[src/design/rfpwd_pkg.sv]
// Package for the RF remote pulse-width decoder.
// Holds the beat types, frame constants and configuration register indexes.
// No dependencies.
`default_nettype none

package rfpwd_pkg;

    // Frame geometry
    localparam int unsigned FRAME_BITS = 24;
    localparam int unsigned BITS_W     = $clog2(FRAME_BITS + 1);
    localparam int unsigned ADDR_W     = 20;
    localparam int unsigned KEY_W      = 4;
    localparam int unsigned TICK_W     = 32;
    localparam int unsigned CFG_DATA_W = 32;
    localparam int unsigned CFG_IDX_W  = 3;

    // Fixed bit windows in ticks
    localparam logic [TICK_W-1:0] ONE_LOW_MIN   = 32'd12;
    localparam logic [TICK_W-1:0] ONE_LOW_MAX   = 32'd30;
    localparam logic [TICK_W-1:0] ZERO_HIGH_MIN = 32'd8;
    localparam logic [TICK_W-1:0] ZERO_HIGH_MAX = 32'd30;

    // Register reset values
    localparam logic [15:0]       SYNC_LOW_MIN_RST = 16'd487;
    localparam logic [15:0]       SYNC_LOW_MAX_RST = 16'd800;
    localparam logic [15:0]       ONE_HIGH_MIN_RST = 16'd43;
    localparam logic [15:0]       ONE_HIGH_MAX_RST = 16'd80;
    localparam logic [15:0]       ZERO_LOW_MIN_RST = 16'd46;
    localparam logic [15:0]       ZERO_LOW_MAX_RST = 16'd80;
    localparam logic [7:0]        GLITCH_LIMIT_RST = 8'd8;
    localparam logic [TICK_W-1:0] REPEAT_GAP_RST   = 32'd15625;

    // Configuration register indexes
    typedef enum logic [CFG_IDX_W-1:0] {
        CFG_SYNC_LOW_MIN = 3'd0,
        CFG_SYNC_LOW_MAX = 3'd1,
        CFG_ONE_HIGH_MIN = 3'd2,
        CFG_ONE_HIGH_MAX = 3'd3,
        CFG_ZERO_LOW_MIN = 3'd4,
        CFG_ZERO_LOW_MAX = 3'd5,
        CFG_GLITCH_LIMIT = 3'd6,
        CFG_REPEAT_GAP   = 3'd7
    } t_cfg_idx;

    // Input beat: one line edge
    typedef struct packed {
        logic              line_level;
        logic [TICK_W-1:0] edge_tick;
    } t_in_item;

    // Output beat: one decoded frame
    typedef struct packed {
        logic [ADDR_W-1:0] address_code;
        logic [KEY_W-1:0]  key_value;
        logic              fresh;
    } t_out_item;

endpackage

`default_nettype wire

[src/design/rf_remote_pulse_width_decoder_top.sv]
// Top level of the RF remote pulse-width decoder: edge beats in, 24-bit frames out.
// Depends on rfpwd_pkg for beat types, constants and register indexes.
//
// Takes one edge beat per clock cycle unless the input stalls. An accepted edge is
// registered, decoded against the timing state once the frame slot can take a
// result, and a completed frame is then registered on the output register. The edge
// register can still take an edge while a finished frame waits for the consumer;
// the input stalls when both the edge register and the frame register are full
// and the consumer is not ready. Configuration writes take effect on the next cycle
// and must only be issued while no edge is in flight.
`default_nettype none

module rf_remote_pulse_width_decoder_top (
    input  wire                                          i_clk,
    input  wire                                          i_rst_n,
    // configuration write port
    input  wire                                          i_cfg_we,
    input  wire        [rfpwd_pkg::CFG_IDX_W-1:0]        i_cfg_index,
    input  wire        [rfpwd_pkg::CFG_DATA_W-1:0]       i_cfg_data,
    // edge input channel
    input  wire                                          i_in_valid,
    output logic                                         o_in_ready,
    input  wire rfpwd_pkg::t_in_item                     i_in_data,
    // frame output channel
    output logic                                         o_out_valid,
    input  wire                                          i_out_ready,
    output rfpwd_pkg::t_out_item                         o_out_data
);

    localparam int unsigned TW = rfpwd_pkg::TICK_W;
    localparam int unsigned FB = rfpwd_pkg::FRAME_BITS;
    localparam int unsigned BW = rfpwd_pkg::BITS_W;

    // configuration registers
    logic [15:0]   r_sync_low_min, r_sync_low_max;
    logic [15:0]   r_one_high_min, r_one_high_max;
    logic [15:0]   r_zero_low_min, r_zero_low_max;
    logic [7:0]    r_glitch_limit;
    logic [TW-1:0] r_repeat_gap;

    // pipeline registers
    logic                 r_in_valid;
    rfpwd_pkg::t_in_item  r_in_data;
    logic                 r_out_valid;
    rfpwd_pkg::t_out_item r_out_data;

    // decoder state
    logic [TW-1:0] r_last_edge, n_last_edge;
    logic [TW-1:0] r_high_time, n_high_time;
    logic          r_receiving, n_receiving;
    logic [BW-1:0] r_bits_left, n_bits_left;
    logic [FB-1:0] r_shift, n_shift;
    logic [TW-1:0] r_last_frame, n_last_frame;

    // decode signals
    logic                 adv;
    logic                 emit;
    logic [TW-1:0]        elapsed;
    logic [TW:0]          period;
    logic                 is_glitch, is_sync, is_one, is_zero;
    logic [BW-1:0]        bits_dec;
    logic [31:0]          frame_word;
    logic [TW-1:0]        frame_gap;
    rfpwd_pkg::t_out_item n_out_data;

    // Move the registered edge into decode when the frame slot can take a result
    assign adv        = r_in_valid && (!r_out_valid || i_out_ready);
    assign o_in_ready = !r_in_valid || adv;

    // Write configuration registers
    always_ff @(posedge i_clk) begin
        if (!i_rst_n) begin
            r_sync_low_min <= rfpwd_pkg::SYNC_LOW_MIN_RST;
            r_sync_low_max <= rfpwd_pkg::SYNC_LOW_MAX_RST;
            r_one_high_min <= rfpwd_pkg::ONE_HIGH_MIN_RST;
            r_one_high_max <= rfpwd_pkg::ONE_HIGH_MAX_RST;
            r_zero_low_min <= rfpwd_pkg::ZERO_LOW_MIN_RST;
            r_zero_low_max <= rfpwd_pkg::ZERO_LOW_MAX_RST;
            r_glitch_limit <= rfpwd_pkg::GLITCH_LIMIT_RST;
            r_repeat_gap   <= rfpwd_pkg::REPEAT_GAP_RST;
        end else if (i_cfg_we) begin
            case (rfpwd_pkg::t_cfg_idx'(i_cfg_index))
                rfpwd_pkg::CFG_SYNC_LOW_MIN: r_sync_low_min <= i_cfg_data[15:0];
                rfpwd_pkg::CFG_SYNC_LOW_MAX: r_sync_low_max <= i_cfg_data[15:0];
                rfpwd_pkg::CFG_ONE_HIGH_MIN: r_one_high_min <= i_cfg_data[15:0];
                rfpwd_pkg::CFG_ONE_HIGH_MAX: r_one_high_max <= i_cfg_data[15:0];
                rfpwd_pkg::CFG_ZERO_LOW_MIN: r_zero_low_min <= i_cfg_data[15:0];
                rfpwd_pkg::CFG_ZERO_LOW_MAX: r_zero_low_max <= i_cfg_data[15:0];
                rfpwd_pkg::CFG_GLITCH_LIMIT: r_glitch_limit <= i_cfg_data[7:0];
                rfpwd_pkg::CFG_REPEAT_GAP:   r_repeat_gap   <= i_cfg_data[TW-1:0];
                default: ;
            endcase
        end
    end

    // Capture the edge beat
    always_ff @(posedge i_clk) begin
        if (!i_rst_n) begin
            r_in_valid <= 1'b0;
        end else if (o_in_ready) begin
            r_in_valid <= i_in_valid;
        end
    end

    always_ff @(posedge i_clk) begin
        if (o_in_ready && i_in_valid) begin
            r_in_data <= i_in_data;
        end
    end

    // Measure and classify the pulse
    always_comb begin
        elapsed   = r_in_data.edge_tick - r_last_edge;
        period    = {1'b0, r_high_time} + {1'b0, elapsed};
        is_glitch = period <= (TW+1)'(r_glitch_limit);
        is_sync   = (elapsed >= TW'(r_sync_low_min)) && (elapsed <= TW'(r_sync_low_max));
        is_one    = r_receiving && (r_high_time > elapsed)
                 && (r_high_time >= TW'(r_one_high_min))
                 && (r_high_time <= TW'(r_one_high_max))
                 && (elapsed >= rfpwd_pkg::ONE_LOW_MIN)
                 && (elapsed <= rfpwd_pkg::ONE_LOW_MAX);
        is_zero   = r_receiving && (r_high_time < elapsed)
                 && (r_high_time >= rfpwd_pkg::ZERO_HIGH_MIN)
                 && (r_high_time <= rfpwd_pkg::ZERO_HIGH_MAX)
                 && (elapsed >= TW'(r_zero_low_min))
                 && (elapsed <= TW'(r_zero_low_max));
        bits_dec  = (r_bits_left != '0) ? r_bits_left - BW'(1) : r_bits_left;
        frame_gap = r_in_data.edge_tick - r_last_frame;
    end

    // Advance the decoder state
    always_comb begin
        n_last_edge  = r_last_edge;
        n_high_time  = r_high_time;
        n_receiving  = r_receiving;
        n_bits_left  = r_bits_left;
        n_shift      = r_shift;
        n_last_frame = r_last_frame;
        emit         = 1'b0;
        if (adv) begin
            n_last_edge = r_in_data.edge_tick;
            if (!r_in_data.line_level) begin
                n_high_time = elapsed;
            end else if (is_glitch) begin
                // drop short pulses
            end else if (is_sync) begin
                n_receiving = 1'b1;
                n_bits_left = BW'(FB);
                n_shift     = '0;
            end else if (is_one || is_zero) begin
                n_shift     = {r_shift[FB-2:0], is_one};
                n_bits_left = bits_dec;
                if (bits_dec == '0) begin
                    emit         = 1'b1;
                    n_last_frame = r_in_data.edge_tick;
                    n_bits_left  = BW'(FB);
                    n_shift      = '0;
                end
            end else begin
                n_receiving = 1'b0;
            end
        end
    end

    // Format the frame
    always_comb begin
        frame_word              = 32'({r_shift[FB-2:0], is_one});
        n_out_data.address_code = frame_word[rfpwd_pkg::ADDR_W+rfpwd_pkg::KEY_W-1:
                                             rfpwd_pkg::KEY_W];
        n_out_data.key_value    = frame_word[rfpwd_pkg::KEY_W-1:0];
        n_out_data.fresh        = frame_gap > r_repeat_gap;
    end

    // Hold decoder state
    always_ff @(posedge i_clk) begin
        if (!i_rst_n) begin
            r_last_edge  <= '0;
            r_high_time  <= '0;
            r_receiving  <= 1'b0;
            r_bits_left  <= BW'(FB);
            r_shift      <= '0;
            r_last_frame <= '0;
        end else begin
            r_last_edge  <= n_last_edge;
            r_high_time  <= n_high_time;
            r_receiving  <= n_receiving;
            r_bits_left  <= n_bits_left;
            r_shift      <= n_shift;
            r_last_frame <= n_last_frame;
        end
    end

    // Hold the frame beat until taken
    always_ff @(posedge i_clk) begin
        if (!i_rst_n) begin
            r_out_valid <= 1'b0;
        end else if (emit) begin
            r_out_valid <= 1'b1;
        end else if (i_out_ready) begin
            r_out_valid <= 1'b0;
        end
    end

    always_ff @(posedge i_clk) begin
        if (emit) begin
            r_out_data <= n_out_data;
        end
    end

    assign o_out_valid = r_out_valid;
    assign o_out_data  = r_out_data;

endmodule

`default_nettype wire

[config.mk]
export PLATFORM = sky130hd
export DESIGN_NAME = rf_remote_pulse_width_decoder_top
export DESIGN_NICKNAME = d
export VERILOG_FILES = /design/src/design/rfpwd_pkg.sv /design/src/design/rf_remote_pulse_width_decoder_top.sv
export SDC_FILE = /design/constraint.sdc
export NUM_CORES = 1
export LEC_CHECK = 0
export BUFFER_PORTS_ARGS = -buffer_cell sky130_fd_sc_hd__buf_2
export CORE_AREA = 2 2 261 211
export CTS_CLUSTER_DIAMETER = 150
export DETAILED_ROUTE_END_ITERATION = 10
export DIE_AREA = 0 0 263 213
export PLACE_DENSITY = 0.55
export SLEW_MARGIN = 20
export SYNTH_ARGS = -nofsm -noshare
export SYNTH_HDL_FRONTEND = slang
export SYNTH_SLANG_ARGS = --single-unit
[constraint.sdc]
create_clock -name i_clk -period 15.64 [get_ports i_clk]
set_input_delay 1.564 -clock i_clk [delete_from_list [all_inputs] [get_ports i_clk]]
set_output_delay 1.564 -clock i_clk [all_outputs]
set_load 0.02 [all_outputs]
# Yosys cells after proc, flatten, opt, wreduce, memory -nomap -nowiden
# Cells that the tools add are included.
[word_totals]
regBits = 321
latchBits = 0
mem_bits_rw = 0
mem_bits_ro = 0
in_bits = 73
out_inout_bits = 27
wordCells = 102
mem_count = 0
[classes]
add_sub_neg = 4
mul = 0
div = 0
n_lt_le_gt_ge = 14
eq_ne = 8
shift = 0
n_mux = 17
bitwise = 3
reduce_logical = 35
[ops]
columns = ["operator", "n"]
rows = [
  ["32-bit by 16-bit >= comparator with 1-bit output", 3],
  ["32-bit by 16-bit less-or-equal comparator with 1-bit output", 3],
  ["23-bit 2-to-1 mux", 3],
  ["32-bit by 4-bit >= comparator with 1-bit output, second input constant", 2],
  ["32-bit greater-than comparator", 2],
  ["32-bit by 5-bit less-or-equal comparator with 1-bit output, second input constant", 2],
  ["32-bit subtractor", 2],
  ["32-bit by 32-bit adder with 33-bit output", 1],
  ["33-bit by 8-bit less-or-equal comparator with 1-bit output", 1],
  ["32-bit < comparator", 1],
  ["5-bit 2-to-1 mux", 4],
  ["2-bit AND reduction", 9],
  ["1-bit logical AND", 13],
  ["3-bit == test, second input constant", 4],
  ["1-bit 2-to-1 mux", 10],
  ["4-bit AND reduction", 2],
  ["3-bit by 2-bit == test with 1-bit output, second input constant", 2],
  ["6-bit AND reduction", 1],
  ["5-bit logical NOT", 1],
  ["5-bit nonzero test", 1],
  ["5-bit by 1-bit subtractor with 5-bit output, second input constant", 1],
  ["2-bit nonzero test", 2],
  ["3-bit by 1-bit == test with 1-bit output, second input constant", 1],
  ["3-bit logical NOT", 1],
  ["other kinds (4)", 9],
]

# Longest topological paths before layout
[depth]
ltp_word = 14
ltp_mapped = 29
mapped_depth_nobuf = 26

# Least setup slack after synthesis
# Ideal clock, no wire load.
[synth_path]
path_kind = "register to register"
from = "register r_in_data[0] (netlist name)"
to = "register r_out_data, in the netlist o_out_data[0] (enable)"
setup_time_ns = 0.441
arrival_ns = 6.795
t_required_ns = 15.199
path_slack_ns = 8.404
path_stages_with_launch = 24
n_path_buf = 3
period_less_slack_ns = 7.236
cell_sequence = "edfxtp_1 inv_1 ha_1 inv_1 fa_1 a211oi_1 o21ai_1 a31oi_1 nor4_1 a311o_1 ha_1 clkbuf_1 nand2_1 nor3_1 a21oi_4 a31oi_1 a31oi_1 o31ai_1 mux2i_1 nor4_2 or2_1 buf_6 buf_12 nor3_1"
[synth_between]
elab_chain_cells = 13
word_cells_on_any_way = 28
classes_between = "add/sub (2); order compare (9); mux (5); reduce/logical (12)"
[synth_rtl]
columns = ["item", "line", "rtl"]
rows = [
  ["start: declaration", "rf_remote_pulse_width_decoder_top.sv:43", "rfpwd_pkg::t_in_item r_in_data;"],
  ["start signal: assignment", "rf_remote_pulse_width_decoder_top.sv:107", "r_in_data <= i_in_data;"],
  ["32-bit subtractor *", "rf_remote_pulse_width_decoder_top.sv:113", "elapsed = r_in_data.edge_tick - r_last_edge;"],
  ["net elapsed[12]", "rf_remote_pulse_width_decoder_top.sv:58", "logic [TW-1:0] elapsed;"],
  ["branches (longest 9 deep; another with 32-bit by 32-bit adder with 33-bit output)", "-", ""],
  ["1-bit 2-to-1 mux *", "rf_remote_pulse_width_decoder_top.sv:144", "end else if (is_glitch) begin"],
  ["1-bit 2-to-1 mux *", "rf_remote_pulse_width_decoder_top.sv:142", "if (!r_in_data.line_level) begin"],
  ["1-bit 2-to-1 mux *", "rf_remote_pulse_width_decoder_top.sv:140", "if (adv) begin"],
  ["net emit", "rf_remote_pulse_width_decoder_top.sv:57", "logic emit;"],
  ["end signal: assignment", "rf_remote_pulse_width_decoder_top.sv:206", "r_out_data <= n_out_data;"],
  ["end: declaration", "rf_remote_pulse_width_decoder_top.sv:45", "rfpwd_pkg::t_out_item r_out_data;"],
]
# Mark *: on every way through the listed nets, which the timed path passes.
# A chain may end at the register's enable or synchronous reset.

# Final worst setup path
[layout_path]
from = "register r_in_data[0] (netlist name)"
to = "register r_shift[20]"
[layout_between]
elab_chain_cells = 10
word_cells_on_any_way = 27
classes_between = "add/sub (2); order compare (9); mux (1); bitwise (1); reduce/logical (14)"
[layout_rtl]
columns = ["item", "line", "rtl"]
rows = [
  ["32-bit subtractor *", "rf_remote_pulse_width_decoder_top.sv:113", ""],
  ["net elapsed[30]", "rf_remote_pulse_width_decoder_top.sv:58", ""],
  ["branches (longest 9 deep; another with 32-bit by 32-bit adder with 33-bit output)", "-", ""],
  ["end signal: assignment", "rf_remote_pulse_width_decoder_top.sv:188", "r_shift <= n_shift;"],
  ["end: declaration", "rf_remote_pulse_width_decoder_top.sv:52", "logic [FB-1:0] r_shift, n_shift;"],
]
# Marks and branches as above.

==> results.yml <==
outcome:
  outcome: "finished clean"
yosys:
  synth.yosys.seq_area_share_pct: 33.1
  syn_area_mm2: 0.0212
  synthArstFlopShare_pct: 0
  yosysUniqueCellTypes: 91
  ys.flop_type: "dfxtp_1"
  syn_nets: 2997
  syn_inst: 2658
  synth-edff-count: 58
  avgSynthCellArea_um2: 7.97
  yosys_register_bits: 321
  ys_warn_count: 0
routing:
  firstDrtPassIters: 5
  wl_um: 63500
  drt_iter0_drc: 1503
  ant_nets: 0
  drc: 0
  num_vias: 18979
  wl_per_cell_um: 18.5
  vias_per_cell: 5.52
sta:
  min_period_ps: 7820
  hold_viol: 0
  timing.fmax_ghz: 0.128
  final.period_utilization_pct: 50.0
  slew_violations: 0
  max_slew.worst_pin.slew_ps: 1070
  finalSetupTns_ps: 0
  rsz0062_at_grt: "no"
  setup_slack_ps: 7820
  finalSetupViolations: 0
  fin_worst_skew_ps: 28.8
  maxSlewHeadroom_pct: 28.5
place:
  post-place-ws_ps: 8000
  place_congestion: 0.884
  hpwl_um: 46300
  io_buffers: 99
  place_inst: 3366
power:
  power_uw: 2670
  power_density_mw_per_mm2: 112
  internal_power_uw: 1790
  seq_power_share_pct: 33.6
  power_frac_comb_pct: 27.8
  vdd_drop_max_v: 0.0000760
  power.switching_uw: 873
  pwr-share-clk_pct: 38.6
  p_sw_share_pct: 32.7
  p_leak_uw: 0.00919
grt:
  grt.total_usage_pct: 22.4
  grt_pass1_wl_um: 100000
  grt-ovfl-total: 0
  grt_pass1_vias: 18246
  grt_max_degree: 113
  grt_antenna_before_repair: 1
flow_run:
  maxCapViolations: 0
cells_and_area:
  drive_gt1_share_pct: 8.34
  diodes: 0
  fillers: 5374
  fin_nets: 3044
  instances_no_fill: 3436
  area_growth_pct: 11.9
floorplanning:
  rows: 76
  die_h_um: 213
  fp.dieArea_mm2: 0.0560
  core_region_area_mm2: 0.0534
  start_util_pct: 39.6
  ioPinCount: 100
  die_x_um: 263
clock_tree:
  cts.sinks: 321
  clk_path_buf_depth: 3
  htree_levels: 2
  clkTransAtPathRegs_ps: 60
  cts_tree: "done"
  cts_made_buffers: 39
  clk_latency_ps: 560
  cts_resized: 0
  root_buffer: "clkbuf_16"
  holdBufCountCts: 0
  post-cts-setup-buffers: 0
worst_setup_path:
  r2r_cells: 24
  critical_path_class: "register to register"
  worstPathArrival_ps: 8250
  path_max_fanout: 23
  crit_path_start_kind: "register"
  cp.required_ps: 16070
  endpoint_kind: "register"
worst_hold_path:
  hp-class: "register to register"
  whs_path_depth: 0
## final timing paths
path                            slack [ps]        endpoint          from
worst min-delay path                   430  o_out_data[23]   r_shift[21]
worst max register to register        7820     r_shift[20]  r_in_data[0]
worst min register to register         430  o_out_data[23]   r_shift[21]
worst max-delay path                  7820     r_shift[20]  r_in_data[0]
## worst max-delay path: stages (launching register included)
cell and delay, ps:
edfxtp_1 410, inv_1 110, ha_1 170, inv_1 60, fa_1 410, a211oi_1 490
o21ai_1 210, nand4_1 170, a31oi_1 160, o22ai_2 340, o21ai_0 160, o41ai_1 320
xnor2_1 350, inv_1 150, ha_1 420, nor4bb_1 670, nand4_1 260, nor2_1 260
o311a_1 200, a211oi_1 90, a311oi_2 460, nor3_2 170, nor4b_1 560, nand3_1 710
o22ai_1 390
## power groups by stage
stage	registers, uW	clock network (uW)	logic [uW]
final	895	1030	742
after detailed placement	913	0	730
after global placement	912	0	719
after CTS	895	1050	734
after floorplan	900	0	522
after global routing	898	1080	831
## kinds of logic (layout without fill, tap and decap cells)
| family | Yosys count | after routing | synth area share [%] |
|---|---|---|---|
| DFF | 321 | 321 | 33.1 |
| muxes | 5 | 5 | 0.242 |
| and+or+nand+nor | 904 | 904 | 19.8 |
| xor gates and xnor gates | 67 | 67 | 2.77 |
| adders and majority gates | 266 | 266 | 15.8 |
| AOI/OAI and AO/OA | 712 | 712 | 21.1 |
| buffers and inverters | 383 | 459 | 7.25 |
## Yosys cell counts (12+ instances only)
master	number	share of area, %
nand2_1	461	8.2
a21oi_1	313	7.4
inv_1	268	4.7
dfxtp_1	263	25
ha_1	263	16
nor2_1	118	2.1
o21ai_0	87	2.1
clkbuf_1	81	1.4
nand3_1	78	1.8
edfxtp_1	58	8.2
a21o_1	53	1.9
xnor2_1	50	2.1
o211ai_1	38	1.3
o31ai_1	35	1.2
nand4_1	34	1.0
nor3_1	32	0.76
nand2b_1	30	0.89
nor2b_1	26	0.77
nor4_1	26	0.77
a211oi_1	25	0.89
o22ai_1	24	0.71
o21a_1	20	0.71
a31oi_1	19	0.56
xor2_1	17	0.70
and2_1	14	0.41
and3_1	14	0.41
o21bai_1	14	0.50
or2_2	12	0.35
## state kept, by name, indices dropped and copies added (netlist names), 23 cells and up
signal / flops
r_last_frame: 32
r_in_data: 33
r_high_time: 32
r_shift: 23
o_out_data: 25
r_repeat_gap: 32
r_last_edge: 32
## routing by layer
layer  vias up  part of all wire (%)  global-route usage, %
li1       9406                     -                      -
met1      8990                    49                   32.1
met2       497                    43                   35.5
met3        86                   5.5                   3.46
met4         0                   2.1                   5.42
met5         -                     0                      0
## per-stage QoR
step | utilization (%) | hold WS [ps] | area [um2]
after floorplan | - | 408 | 21200
after global placement | 41.6 | 420 | 22200
after detailed placement | 41.6 | 422 | 22200
after CTS | 44.4 | 436 | 23700
after global routing | 44.4 | 441 | 23700
final | 44.4 | 433 | 23700
## cell type report
type                    instances  area [um2]  area share (%)
flip-flops and latches        321        7010            29.5
well taps                     702         878            3.70
clock buffers                  53        1160            4.90
clock inverters                17         299            1.26
repair buffers                120         653            2.75
inverters                     269        1010            4.28
multi-input cells            1954       12700            53.6
## cell usage in the layout (no fill, tap or decap), types with 17 or more instances in the layout
master and instances:
xnor2_1 50, a211oi_1 25, inv_1 268, nor2_1 115
nand2b_1 29, nand3_1 78, nand2_1 461, dfxtp_1 263
nor3_1 29, ha_1 263, edfxtp_1 58, o31ai_1 35
xor2_1 17, nand4_1 34, o22ai_1 24, o21a_1 20
a31oi_1 19, nor2b_1 26, a21o_1 53, o21ai_0 87
clkbuf_16 42, buf_4 21, o211ai_1 38, nor4_1 26
a21oi_1 313, buf_2 99
No activity file was read; power rests on OpenSTA's default activity.
